[src/bgpu_pkg.sv]
// ----------------------------------------------------------------------------
// bgpu_pkg
// Shared types, constants and the bar-top pattern function for the bar graph
// page update block.
// ----------------------------------------------------------------------------
package bgpu_pkg;

    // display geometry
    localparam int unsigned PAGE_ROWS  = 8;
    localparam int unsigned BAR_MAX    = 64;

    localparam int unsigned COL_W      = 7;
    localparam int unsigned HGT_W      = 8;
    localparam int unsigned CLAMP_W    = 7;   // clamped height 1..64
    localparam int unsigned SPAN_W     = 7;   // pixel span 0..64
    localparam int unsigned PAGE_W     = 3;
    localparam int unsigned PAT_W      = 8;

    localparam logic [PAT_W-1:0] PAT_FILL  = 8'hFF;
    localparam logic [PAT_W-1:0] PAT_CLEAR = 8'h00;

    // input request
    typedef struct packed {
        logic [COL_W-1:0] column;
        logic [HGT_W-1:0] new_height;
        logic [HGT_W-1:0] old_height;
    } t_in_req;

    // one page write
    typedef struct packed {
        logic [COL_W-1:0]  write_column;
        logic [PAGE_W-1:0] page;
        logic [PAT_W-1:0]  pattern;
        logic              last;
    } t_out_req;

    // job handed from setup logic to the sequencer
    typedef struct packed {
        logic [COL_W-1:0]  col;
        logic [SPAN_W-1:0] span;
        logic [PAGE_W-1:0] page;
        logic              grow;
        logic              skip;   // heights equal, nothing to write
    } t_job;

    // bar-top pattern: k lowest pixels set, bit 7 is the bottom pixel
    function automatic logic [PAT_W-1:0] bar_top(input logic [2:0] k);
        logic [PAT_W-1:0] p;
        case (k)
            3'd0:    p = 8'h00;
            3'd1:    p = 8'h80;
            3'd2:    p = 8'hC0;
            3'd3:    p = 8'hE0;
            3'd4:    p = 8'hF0;
            3'd5:    p = 8'hF8;
            3'd6:    p = 8'hFC;
            3'd7:    p = 8'hFE;
            default: p = 8'h00;
        endcase
        return p;
    endfunction

endpackage

[src/bar_graph_page_update_core.sv]
// ----------------------------------------------------------------------------
// bar_graph_page_update_core
// Turns a bar's old height into its new height with the fewest page writes.
// ----------------------------------------------------------------------------
// Usage:
//   Input channel (i_in_valid / o_in_stall / i_in_data) takes one request:
//   column, new height and old height. Heights saturate at 64, zero counts
//   as one. Output channel (o_out_valid / i_out_stall / o_out_data) gives
//   0 to 8 page writes per request, the final one flagged by last.
//   A taken request is loaded into the sequencer; its writes then pass
//   through the output register, one write per cycle while the receiver
//   does not stall. The single span-stepping sequencer holds o_in_stall
//   until the last write is loaded, so no new request is taken earlier;
//   equal heights produce nothing and do not raise o_in_stall.
//   A new request is taken while the last write still waits in the output
//   register. A receiver stall holds the write in place and pauses the
//   sequencer. Synchronous reset drops any update in flight and empties
//   the output register.
// ----------------------------------------------------------------------------
module bar_graph_page_update_core (
    input  logic               i_clk,
    input  logic               i_rst_n,
    input  logic               i_in_valid,
    output logic               o_in_stall,
    input  bgpu_pkg::t_in_req  i_in_data,
    output logic               o_out_valid,
    input  logic               i_out_stall,
    output bgpu_pkg::t_out_req o_out_data
);
    import bgpu_pkg::*;

    t_job job;
    logic busy;

    // clamp and span setup
    bgpu_setup u_setup (
        .i_req (i_in_data),
        .o_job (job)
    );

    // page write sequencer
    bgpu_seq u_seq (
        .i_clk       (i_clk),
        .i_rst_n     (i_rst_n),
        .i_start     (i_in_valid && !busy),
        .i_job       (job),
        .o_busy      (busy),
        .o_out_valid (o_out_valid),
        .i_out_stall (i_out_stall),
        .o_out_data  (o_out_data)
    );

    assign o_in_stall = busy;

endmodule

[src/bgpu_setup.sv]
// ----------------------------------------------------------------------------
// bgpu_setup
// Clamps both heights and works out the pixel span, the starting page and
// the direction of one bar update, and flags equal heights.
// ----------------------------------------------------------------------------
module bgpu_setup (
    input  bgpu_pkg::t_in_req i_req,
    output bgpu_pkg::t_job    o_job
);
    import bgpu_pkg::*;

    logic [CLAMP_W-1:0] hn;
    logic [CLAMP_W-1:0] ho;
    logic [HGT_W-1:0]   hn_up;
    logic [HGT_W-1:0]   ho_up;
    logic [HGT_W-1:0]   span_w;
    logic [PAGE_W-1:0]  pg0;
    logic [PAGE_W-1:0]  pg_start;
    logic               grow;

    // saturate to 64, zero counts as one
    always_comb begin
        if (i_req.new_height > HGT_W'(BAR_MAX)) begin
            hn = CLAMP_W'(BAR_MAX);
        end else if (i_req.new_height == '0) begin
            hn = CLAMP_W'(1);
        end else begin
            hn = i_req.new_height[CLAMP_W-1:0];
        end
        if (i_req.old_height > HGT_W'(BAR_MAX)) begin
            ho = CLAMP_W'(BAR_MAX);
        end else if (i_req.old_height == '0) begin
            ho = CLAMP_W'(1);
        end else begin
            ho = i_req.old_height[CLAMP_W-1:0];
        end
    end

    // heights rounded up to the next page boundary
    assign hn_up = {1'b0, hn[6:3] + 4'd1, 3'b000};
    assign ho_up = {1'b0, ho[6:3] + 4'd1, 3'b000};
    assign grow  = hn > ho;
    // page holding the pixel just above the old top, kept modulo 8
    assign pg0   = PAGE_W'(4'd7 - ho[6:3]);

    // span in pixels and start page
    always_comb begin
        pg_start = pg0;
        if (grow) begin
            span_w = {1'b0, hn} - {1'b0, ho[6:3], 3'b000};
        end else if (ho[2:0] == 3'd0) begin
            if (hn[2:0] == 3'd0) begin
                span_w = {1'b0, ho} - {1'b0, hn};
            end else begin
                span_w = {1'b0, ho} - hn_up + {5'd0, hn[2:0]};
            end
            pg_start = pg0 + 3'd1;
        end else begin
            if (hn[2:0] == 3'd0) begin
                span_w = ho_up - {1'b0, hn};
            end else begin
                span_w = ho_up - hn_up + {5'd0, hn[2:0]};
            end
        end
    end

    assign o_job.col  = i_req.column;
    assign o_job.span = span_w[SPAN_W-1:0];
    assign o_job.page = pg_start;
    assign o_job.grow = grow;
    assign o_job.skip = (hn == ho);

endmodule

[src/bgpu_seq.sv]
// ----------------------------------------------------------------------------
// bgpu_seq
// Page write sequencer: one shared subtract-by-a-page unit walks the span,
// emitting one page write per step into the output register.
// ----------------------------------------------------------------------------
module bgpu_seq (
    input  logic               i_clk,
    input  logic               i_rst_n,
    input  logic               i_start,
    input  bgpu_pkg::t_job     i_job,
    output logic               o_busy,
    output logic               o_out_valid,
    input  logic               i_out_stall,
    output bgpu_pkg::t_out_req o_out_data
);
    import bgpu_pkg::*;

    typedef enum logic [0:0] {S_IDLE, S_RUN} t_state;

    t_state             r_state;
    logic [COL_W-1:0]   r_col;
    logic [SPAN_W-1:0]  r_span;
    logic [PAGE_W-1:0]  r_page;
    logic               r_grow;
    logic               r_out_valid;
    t_out_req           r_out;

    logic [SPAN_W-1:0]  n_span;
    logic               full;
    logic               emit;
    t_out_req           n_out;

    // shared step unit: take one page off the span
    assign n_span = r_span - SPAN_W'(PAGE_ROWS);
    assign full   = (r_span[SPAN_W-1:3] != '0);
    assign emit   = (r_state == S_RUN) && (!r_out_valid || !i_out_stall);

    // page write for this step
    always_comb begin
        n_out.write_column = r_col;
        n_out.page         = r_page;
        if (full) begin
            n_out.pattern = r_grow ? PAT_FILL : PAT_CLEAR;
            n_out.last    = (n_span == '0);
        end else begin
            n_out.pattern = bar_top(r_span[2:0]);
            n_out.last    = 1'b1;
        end
    end

    // sequencer state and output register
    always_ff @(posedge i_clk) begin
        if (!i_rst_n) begin
            r_state     <= S_IDLE;
            r_out_valid <= 1'b0;
        end else begin
            case (r_state)
                S_IDLE: begin
                    if (i_start && !i_job.skip) begin
                        r_state <= S_RUN;
                        r_col   <= i_job.col;
                        r_span  <= i_job.span;
                        r_page  <= i_job.page;
                        r_grow  <= i_job.grow;
                    end
                end
                S_RUN: begin
                    if (emit) begin
                        r_span <= n_span;
                        r_page <= r_grow ? r_page - 3'd1 : r_page + 3'd1;
                        if (n_out.last) begin
                            r_state <= S_IDLE;
                        end
                    end
                end
                default: r_state <= S_IDLE;
            endcase

            if (emit) begin
                r_out_valid <= 1'b1;
                r_out       <= n_out;
            end else if (!i_out_stall) begin
                r_out_valid <= 1'b0;
            end
        end
    end

    assign o_busy      = (r_state == S_RUN);
    assign o_out_valid = r_out_valid;
    assign o_out_data  = r_out;

endmodule

[config.mk]
export PLATFORM = sky130hd
export DESIGN_NAME = bar_graph_page_update_core
export DESIGN_NICKNAME = d
export VERILOG_FILES = /design/src/bgpu_pkg.sv /design/src/bar_graph_page_update_core.sv /design/src/bgpu_setup.sv /design/src/bgpu_seq.sv
export SDC_FILE = /design/constraint.sdc
export NUM_CORES = 1
export LEC_CHECK = 0
export CORE_MARGIN = 2
export CORE_UTILIZATION = 40
export DETAILED_ROUTE_END_ITERATION = 12
export DONT_BUFFER_PORTS = 1
export GPL_ROUTABILITY_DRIVEN = 0
export PLACE_DENSITY = 0.59
export SYNTH_ARGS = -nofsm -noshare
export SYNTH_HDL_FRONTEND = slang
export SYNTH_SLANG_ARGS = --single-unit
[constraint.sdc]
create_clock -name i_clk -period 2.75 [get_ports i_clk]
set_clock_uncertainty 0.1 [all_clocks]
set_input_delay 0.1375 -clock i_clk [delete_from_list [all_inputs] [get_ports i_clk]]
set_output_delay 0.1375 -clock i_clk [all_outputs]
set_load 0.03 [all_outputs]
==> results of run 1 <==
## area by class of cell
cell class | instances | share of cell area, %
Multi-Input combinational cell | 224 | 47.2
Timing Repair Buffer | 38 | 8.47
Clock inverter | 1 | 0.138
Clock buffer | 7 | 2.37
Sequential cell | 46 | 35.5
Tap cell | 102 | 3.51
Inverter | 27 | 2.79
## layer usage
| metal | wire length, µm | global-route usage, % | up-vias |
|---|---|---|---|
| met5 | 0 | 0 | - |
| met3 | 167 | 1.63 | 7 |
| li1 | - | - | 1169 |
| met2 | 3170 | 28.2 | 57 |
| met4 | 89 | 4.53 | 0 |
| met1 | 3080 | 21.3 | 1070 |
## per-stage QoR
stage	hold WS, ns	power (mW)	util, %
3_5_place_dp	0.136	1.44	44.8
5_1_grt	0.101	1.95	47.3
2_1_floorplan	0.136	1.30	-
4_1_cts	0.0602	1.86	47.2
3_3_place_gp	0.136	1.42	44.8
6_report	0.0695	1.84	47.3
## path summary, 6_finish.rpt
| kind | slack, ns | endpoint | start | cells after the start |
|---|---|---|---|---|
| max | 0.23 | u_seq.r_span[6] | i_in_data[11] | 14 |
| min | 0.07 | u_seq.o_busy | i_in_valid | 4 |
| max reg2reg | 0.89 | u_seq.o_out_data[4] | u_seq.r_span[3] | 6 |
| min reg2reg | 0.32 | u_seq.o_out_data[16] | u_seq.r_col[4] | 0 |
## cells in the final DEF (no fill, tap or decap), types with 4 or more instances in the layout
cell / synthesis / layout
dfxtp_1: 9 / 9
o21ai_0: 16 / 15
nor2b_1: 5 / 4
nor3_1: 7 / 7
nand3_1: 4 / 4
nand2_1: 25 / 25
ha_1: 31 / 31
nor2_1: 14 / 13
a21o_1: 15 / 15
xnor2_1: 17 / 17
buf_4: 1 / 29
inv_1: 27 / 27
dlygate4sd3_1: 0 / 9
a211oi_1: 4 / 4
xor2_1: 8 / 8
clkbuf_8: 0 / 6
a21oi_1: 19 / 19
edfxtp_1: 37 / 37
## where the power goes
part           switching, mW  internal (mW)  leakage (nW)  total (mW)
Clock                  0.207          0.203        0.0482       0.410
Sequential            0.0563          0.838         0.417       0.894
Combinational          0.293          0.244          1.08       0.538
Total                  0.557           1.28          1.55        1.84
## tightest hold or removal path: stages
cell     delay, ns
o21ai_0       0.05
nor2_1        0.05
a21oi_1       0.12
nor2b_1       0.06
## logic make-up after synthesis
family | share of synthesized area [%]
DFF | 41.0
adders and majority gates | 14.6
and+or+nand+nor | 11.9
AOI/OAI and AO/OA | 18.6
buffers and inverters | 4.73
muxes | 2.15
xor gates and xnor gates | 6.96
## repair_timing
action / 4_1_cts / 5_1_grt
resized for setup: 0 / 4
setup endpoints to repair: 0 / 2
endpoints found under the hold margin: 9 / 0
hold buffers: 9 / 0
==> flow_metrics.py, run 1 <==
metrics = {
    "drt": {
        "drtAntennaViolNets": 0,
        "drtPass1Iterations": 4,
        "avgRoutedWirePerCell_um": 14.6,
        "viasPerCell": 5.18,
        "wl_mm": 6.51,
        "vias": 2303,
        "drc": 0,
        "drtIter0Drc": 147,
    },
    "sta": {
        "drv_slew": 0,
        "tightest_slew_ns": 0.627,
        "period_needed_ns": 2.52,
        "hold_viol": 0,
        "finalSetupTns_ns": 0,
        "fin_ws_ns": 0.230,
        "fin_crit_sh_pct": 91.6,
        "slew_headroom_pct": 57.6,
        "finalSetupViolations": 0,
        "max_freq_mhz": 397,
    },
    "worst_setup_path": {
        "start_kind": "input port",
        "critPathRequiredTime_ns": 2.68,
        "cp_num_buf_inv": 2,
        "worst_path_most_repeated_cell": "inv_1",
        "crit_family": "compound AO/OA/AOI/OAI gates",
        "critical_path.max_stage_delay_ns": 0.42,
        "crit_type": "in -> reg",
        "slowest_stage": "fa_1",
        "critPathCaptureType": "flop",
        "cp_max_fo": 3,
        "path_cells": "nor3_1 > nor3b_2 > o21ai_1 > inv_1 > ha_1 > inv_1 > fa_1 > a211o_1 > nand3_1 > o2bb2ai_1 > xor2_1 > nand2_1 > a31oi_1 > a22oi_1",
        "cp.arrival_ns": 2.45,
    },
    "clock_tree": {
        "cts_setup_buffers": 0,
        "clockBufferDepth": 2,
        "clock_sinks": 46,
        "clk_pin_slew_ns": 0.08,
        "cts_max_level": 2,
        "clk_latency_ns": 0.29,
        "cts_tree": "built",
        "cts-buffers-inserted": 5,
        "cts-root-buf": "clkbuf_8",
    },
    "floorplan": {
        "fp.dieW_um": 92.7,
        "coreArea_mm2": 0.00769,
        "start_util_pct": 40.9,
        "die_y_um": 92.7,
        "rows": 32,
        "die_area_mm2": 0.00859,
        "io_pins": 48,
    },
    "yosys": {
        "ys_warn_count": 0,
        "ys_types": 56,
        "synthCells": 306,
        "async_reset_ff_share_pct": 0,
        "yosysSeqAreaShare_pct": 41.0,
        "post-synth-top-area-cell": "edfxtp_1",
        "synth_common_cells": "edfxtp_1 (37), ha_1 (31), inv_1 (27), nand2_1 (25), a21oi_1 (19)",
        "synth_edf_count": 37,
        "ys_top_cells_by_area": "edfxtp_1 (35%), ha_1 (12%), dfxtp_1 (5.7%), xnor2_1 (4.7%), a21o_1 (3.6%)",
        "ys_ff_latch": 46,
        "synth.avg_cell_area_um2": 10.3,
        "yosysMostFrequentCell": "edfxtp_1",
        "netlist.area_leader.share_pct": 35.3,
        "syn_nets": 367,
        "netlist_area_mm2": 0.00315,
        "synth_ff_type": "edfxtp_1",
    },
    "global_route": {
        "globalRoute.totalOverflow": 0,
        "grt_pass1_wl_mm": 11.1,
        "grt_max_degree": 26,
        "grt_usage_pct": 16.1,
        "antenna_found_initial": 0,
        "grt_pass1_vias": 2377,
    },
    "placement": {
        "dp_worst_setup_slack_ns": -0.111,
        "placedInstanceArea_mm2": 0.00344,
        "numPortBuffers": 0,
        "place_inst": 428,
        "post-dp-hpwl_mm": 5.31,
    },
    "power_and_ir_drop": {
        "p_leak_nw": 1.55,
        "power.density_mw_per_mm2": 506,
        "ir_worst_vdd_v": 0.000174,
    },
    "layout": {
        "syn_to_final_growth_pct": 15.5,
        "regArea_mm2": 0.00129,
        "drive_gt1_share_pct": 15.2,
        "fin_cells": 445,
        "nFillCells": 756,
        "nets": 403,
        "antenna_cells": 0,
        "multi_input_area_mm2": 0.00172,
        "final_area_mm2": 0.00364,
    },
    "worst_hold_path": {
        "hold_class": "in -> reg",
    },
    "run_status": {
        "outcome": "finished, final reports clean",
    },
    "job": {
        "timing.max_cap.violations": 0,
    },
}
Power figures use the tool's default switching activity.
==> run 2, diff against run 1 <==
==> constraint.sdc (replaced) <==
create_clock -name i_clk -period 2.75 [get_ports i_clk]
set_clock_uncertainty 0.1 [all_clocks]
set_input_delay 0.55 -clock i_clk [delete_from_list [all_inputs] [get_ports i_clk]]
set_output_delay 0.55 -clock i_clk [all_outputs]
set_load 0.03 [all_outputs]
==> run 2 against run 1 <==
Flip-flop and latch count stayed put. Critical path depth stayed put. Clock power is 7.8% lower. Cell count is 6.3% higher. Setup slack worse by 0.19 ns. Routed wire length is 5.7% higher. Utilization is 4.4 points higher. Combinational power is 14% higher. Via count is 5.0% higher. Global-route usage is 0.74 points higher.
==> flow_metrics.py, run 2 (synthesis results as in run 1) <==
metrics = {
    "run_status": {
        "outcome": "finished, final reports clean",
    },
    "placement": {
        "post-dp-hpwl_mm": 5.79,
        "dp_worst_setup_slack_ns": -0.254,
        "placedInstanceArea_mm2": 0.00383,
        "place_inst": 462,
        "numPortBuffers": 0,
    },
    "global_route": {
        "globalRoute.totalOverflow": 0,
        "grt_max_degree": 23,
        "grt_usage_pct": 16.9,
        "grt_pass1_wl_mm": 11.5,
        "antenna_found_initial": 0,
        "grt_pass1_vias": 2441,
    },
    "job": {
        "timing.max_cap.violations": 0,
    },
    "power_and_ir_drop": {
        "switching_share_pct": 30.2,
        "clkPwrFrac_pct": 20.0,
        "p_seq_share_pct": 47.5,
        "p_leak_nw": 1.71,
        "internal_power_mw": 1.32,
        "switchingPower_uw": 572,
        "ir_worst_vdd_v": 0.000191,
        "power_mw": 1.89,
        "power.density_mw_per_mm2": 476,
        "combinationalPowerShare_pct": 32.5,
    },
    "layout": {
        "syn_to_final_growth_pct": 26.3,
        "drive_gt1_share_pct": 31.3,
        "final_area_mm2": 0.00397,
        "nets": 431,
        "final_common_cell": "buf_4",
        "fin_cells": 473,
        "antenna_cells": 0,
        "nFillCells": 708,
        "multi_input_area_mm2": 0.00186,
        "final_cell_mix": "buf_4 (65), edfxtp_1 (37), ha_1 (25)",
        "regArea_mm2": 0.00129,
    },
    "drt": {
        "vias": 2419,
        "viasPerCell": 5.11,
        "avgRoutedWirePerCell_um": 14.6,
        "drtAntennaViolNets": 0,
        "drtPass1Iterations": 4,
        "drtIter0Drc": 108,
        "wl_mm": 6.89,
        "drc": 0,
    },
    "worst_setup_path": {
        "cp.arrival_ns": 2.64,
        "critPathCaptureType": "flop",
        "crit_family": "compound AO/OA/AOI/OAI gates",
        "reg2regPathDepth": 6,
        "critical_path.max_stage_delay_ns": 0.39,
        "critPathRequiredTime_ns": 2.68,
        "start_kind": "input port",
        "worst-path-stages": 14,
        "path_cells": "nor3_4 > nor3b_4 > o21ai_2 > inv_1 > ha_2 > inv_2 > fa_2 > a211o_1 > nand3_2 > o2bb2ai_2 > xor2_1 > nand2_1 > a31oi_1 > a22oi_1",
        "slowest_stage": "fa_2",
        "crit_type": "in -> reg",
        "cp_max_fo": 3,
        "cp_num_buf_inv": 2,
    },
    "sta": {
        "fin_crit_sh_pct": 98.7,
        "finalSetupViolations": 0,
        "rsz0062_at_grt": "yes",
        "hold_viol": 0,
        "max_freq_mhz": 368,
        "hold_ws_ns": 0.250,
        "drv_slew": 0,
        "period_needed_ns": 2.71,
        "tightest_slew_ns": 0.513,
        "slew_headroom_pct": 65.5,
        "fin_ws_ns": 0.0361,
    },
    "floorplan": {
        "coreArea_mm2": 0.00769,
        "start_util_pct": 40.9,
        "die_y_um": 92.7,
        "fp.dieW_um": 92.7,
        "io_pins": 48,
        "die_area_mm2": 0.00859,
        "rows": 32,
    },
    "clock_tree": {
        "clk_latency_ns": 0.29,
        "cts_max_level": 2,
        "cts_tree": "built",
        "cts-root-buf": "clkbuf_8",
        "clock_sinks": 46,
        "cts_hold_buf": 0,
        "clockBufferDepth": 2,
        "cts-buffers-inserted": 5,
        "clk_pin_slew_ns": 0.08,
    },
    "worst_hold_path": {
        "hold_class": "in -> reg",
        "whs_path_depth": 0,
    },
}
[run 2: changes by cell type in the layout (fill, tap and decap cells not counted), moves of 4 or more]
cell / delta
inv_1: -4
nand2_1: -4
ha_1: -6
nand2_2: +4
o21ai_0: -4
dlygate4sd3_1: -9
inv_2: +4
buf_4: +36
ha_4: +4
[run 2: area by class of cell]
class                   count  area share [%]
well taps                 102            3.21
clock buffers               6            1.83
flip-flops and latches     46            32.5
multi-input cells         224            46.9
inverters                  27            2.55
repair buffers             66            12.8
clock inverters             2           0.252
[run 2: per-stage QoR]
| step | util (%) | setup TNS (ns) |
|---|---|---|
| finish | 51.7 | 0 |
| global route | 51.7 | -0.144 |
| CTS | 50.9 | 0 |
| detailed placement | 49.9 | -3.11 |
| global placement | 49.9 | -2.17 |
| floorplan | - | -0.161 |
[run 2: per-layer routing]
layer,global-route usage (%),wire [µm],vias to the layer above
li1,-,-,1229
met1,20.2,3000,1131
met2,31.9,3660,53
met3,2.03,156,6
met4,4.29,70,0
met5,0,0,-
[run 2: worst register-to-register path, cell delays in order, from the launching register on]
cell and delay, ns:
edfxtp_1 0.41, inv_1 0.13, ha_1 0.15, nor3b_1 0.27, buf_4 0.21, nor2_1 0.11, a21o_1 0.17
[run 2: power groups by stage]
stage	clock (mW)	sequential (mW)	combinational, mW
after floorplan	0	0.906	0.417
after global placement	0	0.913	0.596
after detailed placement	0	0.916	0.605
after CTS	0.387	0.900	0.609
after global routing	0.410	0.906	0.689
final	0.378	0.900	0.616
[run 2: repair_timing]
item | 4_1_cts | 5_1_grt
endpoints found under the hold margin | 0 | 0
resized for setup | 0 | 13
buffers inserted | 0 | 3
setup endpoints to repair | 0 | 15
[run 2: final timing paths]
kind	end	slack, ns	startpoint
max	u_seq.r_span[6]	0.04	i_in_data[12]
min	u_seq.r_col[4]	0.25	i_in_data[20]
max reg2reg	u_seq.o_out_data[6]	0.96	u_seq.r_span[3]
min reg2reg	u_seq.o_out_data[13]	0.33	u_seq.r_col[1]
